--- src/rtl/core/wkde_ram.sv ---
module wkde_ram #(
  parameter int WIDTH = 8,
  parameter int DEPTH = 16
) (
  input  logic                     clk,
  input  logic                     wr_en,
  input  logic [$clog2(DEPTH)-1:0] wr_addr,
  input  logic [WIDTH-1:0]         wr_data,
  input  logic [$clog2(DEPTH)-1:0] rd_addr,
  output logic [WIDTH-1:0]         rd_data
);

  logic [WIDTH-1:0] mem [DEPTH];

  always_ff @(posedge clk) begin
    if (wr_en) begin
      mem[wr_addr] <= wr_data;
    end
    rd_data <= mem[rd_addr];
  end

endmodule

--- config.mk ---
export PLATFORM = sky130hd
export DESIGN_NAME = wkde_ram
export DESIGN_NICKNAME = d
export VERILOG_FILES = /design/src/rtl/core/wkde_ram.sv
export SDC_FILE = /design/constraint.sdc
export NUM_CORES = 1
export LEC_CHECK = 0
export BUFFER_PORTS_ARGS = -buffer_cell sky130_fd_sc_hd__buf_2
export CAP_MARGIN = 20
export CORE_MARGIN = 10
export CORE_UTILIZATION = 35
export DETAILED_ROUTE_END_ITERATION = 8
export SYNTH_ARGS = -nofsm -noshare
export SYNTH_HDL_FRONTEND = slang
export SYNTH_SLANG_ARGS = --single-unit
--- constraint.sdc ---
create_clock -name clk -period 1.46 [get_ports clk]
set_input_delay 0.073 -clock clk [delete_from_list [all_inputs] [get_ports clk]]
set_output_delay 0.073 -clock clk [all_outputs]
set_load 0.02 [all_outputs]
# After elaboration in Yosys (flattened, before gate mapping)
# Memory sizes are Yosys's and may differ from the RTL's. A register that Yosys moved wholly into a read port is not among the register bits.
# Cells that the tools add are included.
# classes
mux	2
# ops
operator	n
$mux 1	2
# word_totals
reg_bits	0
ramBits	128
out_inout_bits	8
word_cells	3
memories	1
# mem_list
name	depth	word_bits	rd	rd_clocked_by_memory_dff	wr	line_no	rtl
mem	16	8	1	1	1	13	logic [WIDTH-1:0] mem [DEPTH];

# Depth between registers and ports, before layout
# depth
depth_word	2
depth_mapped	5
ltp_nobuf	3

# Worst setup path before layout
# Ideal clock, no wire load.
# synth_path
kind	input to register
start	in wr_addr[2]
end	mem mem[0][0], enable pin
setup_time_ns	0.383
arrival_time_ns	1.183
required_ns	1.077
path_slack_ns	-0.106
cell_stages	2
path_buffers	0
path_cell_list	or3b_2 > nor3_1
# synth_lines
item	line_no	rtl
start, declared	7	input logic [$clog2(DEPTH)-1:0] wr_addr,
end, declared	13	
# Straight into the memory's write port.

==> results.md <==
- Final period utilization: 0.8922
- Final setup vio count: 0
- RR Startpoint: mem[9][5]
- Internal power: 7.006 mW
- Postcts setup bufs: 0
- Multi-input gate area: roughly 1100 um^2
- Die area: between 15000 and 20000 um^2
- Comb pwr share: 0.052
- WP data required: between 1.5 and 2 ns
- Min Tclk post-route: approximately 1.3 ns
- Vias in the first global route: 2612
- Cell accounting for the most synthesized area: edfxtp_1
- Fill count: around 1200
- Dominant cells by area after synthesis: edfxtp_1, mux4_2, mux4_1
- Static Leak: ~2.1 nW
- Remaining global-route overflow: 0
- Pwr/cell area: roughly 1400 nW/um^2
- Clock share of power: 0.441
- Initial DRC count: approximately 180
- RePlAce Congestion: approximately 0.72
- Vias per inst: 5.072
- Arrival time worst endpoint: between 1.5 and 2 ns
- Final wirelength: just over 10000 um
- Max_slew headroom: 0.5785
- Syn_area_per_cell: approximately 22 um^2
- Largest net degree at the start of global routing: 28
- Setup TNS: 0 ns
- Synth cell types: 19
- Mapped Area: 5147 um^2
- Drt first pass iters: 4
- Num CTS Buffers: 17
- Peak supply drop: approximately 0.89 mV
- Final Hold Viols: 0
- Clock buffer depth: 2
- Initial Utilization: 0.3555
- Core area: 14480 um^2
- Antenna-violating nets left: 0
- Worst setup path end: rd_data[5]
- FMAX: roughly 770 MHz
- Hold crit path type: primary input to flop
- Skew-Pair Late Insertion Delay: slightly above 0.4 ns
- Crit start category: flop
- Worst-path clk slew: approximately 0.05 ns
- R2r endpoint: rd_data[5]
- # IOs: 26
- Worst-path fanout max: 1
- Outcome: completed
- Syn-to-layout area delta: 20.35%
- Root buf cell: clkbuf_16
- Core Util, Final: 0.4278
- Row count: 44
- Fin. max-slew vios: 0
- Max-cap violations: 0
- Per-cell routed wire length: 21.12 um
- H-tree levels: 4
- Yosys warning count: 0
- Layout cells sized above 1: 0.3156
- Detailed placement HPWL: between 6000 and 7000 um
- Sw power: about 1.7 mW
- ANT cells: 0
- Die W: approximately 140 um
- Reg power frac: 0.507
- First-pass GRT wire length: 15740 um
- Unrepaired setup endpoints after global routing: false
- Syn nets: approximately 250
- Tightest Pin Transition: 0.6300 ns
- Synth top area share: 0.7467
- R2r setup slk: about 0.16 ns
- Initial antenna violation count: 0
- Sw frac: 0.1933
- Reg2reg path depth: 3
- CTS tree: yes
- DRC viols: 0
- Post-CTS sizing: 0
- Critical path class: flop to flop
- CTS Sinks: between 100 and 150
- Register area share after synthesis: 0.7778
- Yosys reg bits: between 100 and 150
- Hold_buf cts: 0
- CP Capture Type: flop
- Via count: ~2500
- Global router's overall resource usage: 0.1084
- Die Ht: approximately 140 um
- Syn Inst Count: about 230
- Skew final: 0.005308 ns
- Crit path launch: mem[9][5]
- FF/Latch Area: around 4000 um^2
- IO buf count: 25
- Nets: 308
==> metal layers <==
layer | GRT usage | wire [um] | up-vias
li1 | - | - | 1097
met1 | 0.1446 | 4850 | 1290
met2 | 0.1584 | 4777 | 59
met3 | 0.03972 | 477 | 14
met4 | 0.03967 | 138 | 0
met5 | 0 | 0 | -
==> sequential cells by signal, indices dropped and copies added (netlist names) <==
| signal | flops |
|---|---|
| rd_data | 8 |
| mem | 128 |
==> critical path: stages, from the launching register on <==
cell and delay [ns]:
edfxtp_1 0.34, mux4_1 0.50, a22oi_1 0.27, nand2_1 0.08
==> worst min path at each step <==
stage / start / to / slack (ns) / depth (start not counted)
detailed placement: wr_data[2] / mem[13][2] / 0.48 / 1
finish: wr_data[7] / mem[15][7] / 0.05 / 1
floorplan: wr_data[0] / mem[0][0] / 0.17 / 0
CTS: wr_data[7] / mem[14][7] / 0.04 / 1
global placement: wr_data[2] / mem[14][2] / 0.46 / 1
global route: wr_data[4] / mem[6][4] / 0.05 / 1
==> area by class of cell <==
| class | instances | area share |
|---|---|---|
| flip-flops and latches | 136 | 0.6463 |
| multi-input cells | 83 | 0.1715 |
| clock buffers | 26 | 0.07897 |
| repair buffers | 52 | 0.05898 |
| well taps | 184 | 0.03716 |
| clock inverters | 4 | 0.007069 |
==> cell usage after synthesis <==
cell type,n
and2_1,1
dfxtp_1,8
mux4_2,18
buf_2,3
clkdlybuf4s25_2,3
or3b_2,1
nor2b_1,1
buf_4,1
buf_6,3
nand3b_1,2
edfxtp_1,128
nand2b_1,2
nand2_1,9
nor2_1,13
and2b_1,1
nor3_1,4
mux4_1,14
nand3_1,1
a22oi_1,16
==> cell usage in the layout (no fill, tap or decap) <==
cell	instances
dfxtp_1	8
clkinv_2	2
nor3_2	1
nand3b_1	2
clkinv_1	1
a22oi_1	16
or3b_2	1
and2_1	1
buf_2	25
mux4_1	14
nand2b_1	2
nand2_1	9
and2b_1	1
clkbuf_8	3
nor2b_1	1
clkbuf_1	6
buf_12	3
mux4_2	18
nand3_1	1
clkbuf_16	17
nor3_1	3
bufinv_16	1
edfxtp_1	128
buf_4	24
nor2_1	13
==> kinds of logic (layout without fill, tap and decap cells) <==
| kind of cell | after synthesis | after routing | synth area share |
|---|---|---|---|
| flops | 136 | 136 | 0.7778 |
| mux | 32 | 32 | 0.1502 |
| compound gates | 16 | 16 | 0.02334 |
| simple gates | 35 | 35 | 0.03184 |
| buf+inv | 10 | 82 | 0.01677 |
==> power by group through the flow <==
stage / Combinational (mW) / Sequential [mW] / Clock (mW)
floorplan: 0.222 / 4.50 / 0
global placement: 0.455 / 4.47 / 0
detailed placement: 0.464 / 4.48 / 0
CTS: 0.466 / 4.40 / 3.91
global route: 0.496 / 4.41 / 4.07
finish: 0.454 / 4.40 / 3.83
==> through the flow <==
stage	setup slack [ns]	cells	power (mW)	hold WS (ns)	area [um^2]
2_1_floorplan	0.1209	229	4.719	0.1719	5152
3_3_place_gp	-0.06638	455	4.929	0.4620	5662
3_5_place_dp	-0.08151	455	4.944	0.4810	5662
4_1_cts	0.1370	485	8.777	0.04093	6195
5_1_grt	0.07230	485	8.971	0.04823	6195
6_report	0.1574	485	8.685	0.05273	6195
No activity file was read; power rests on OpenSTA's default activity.
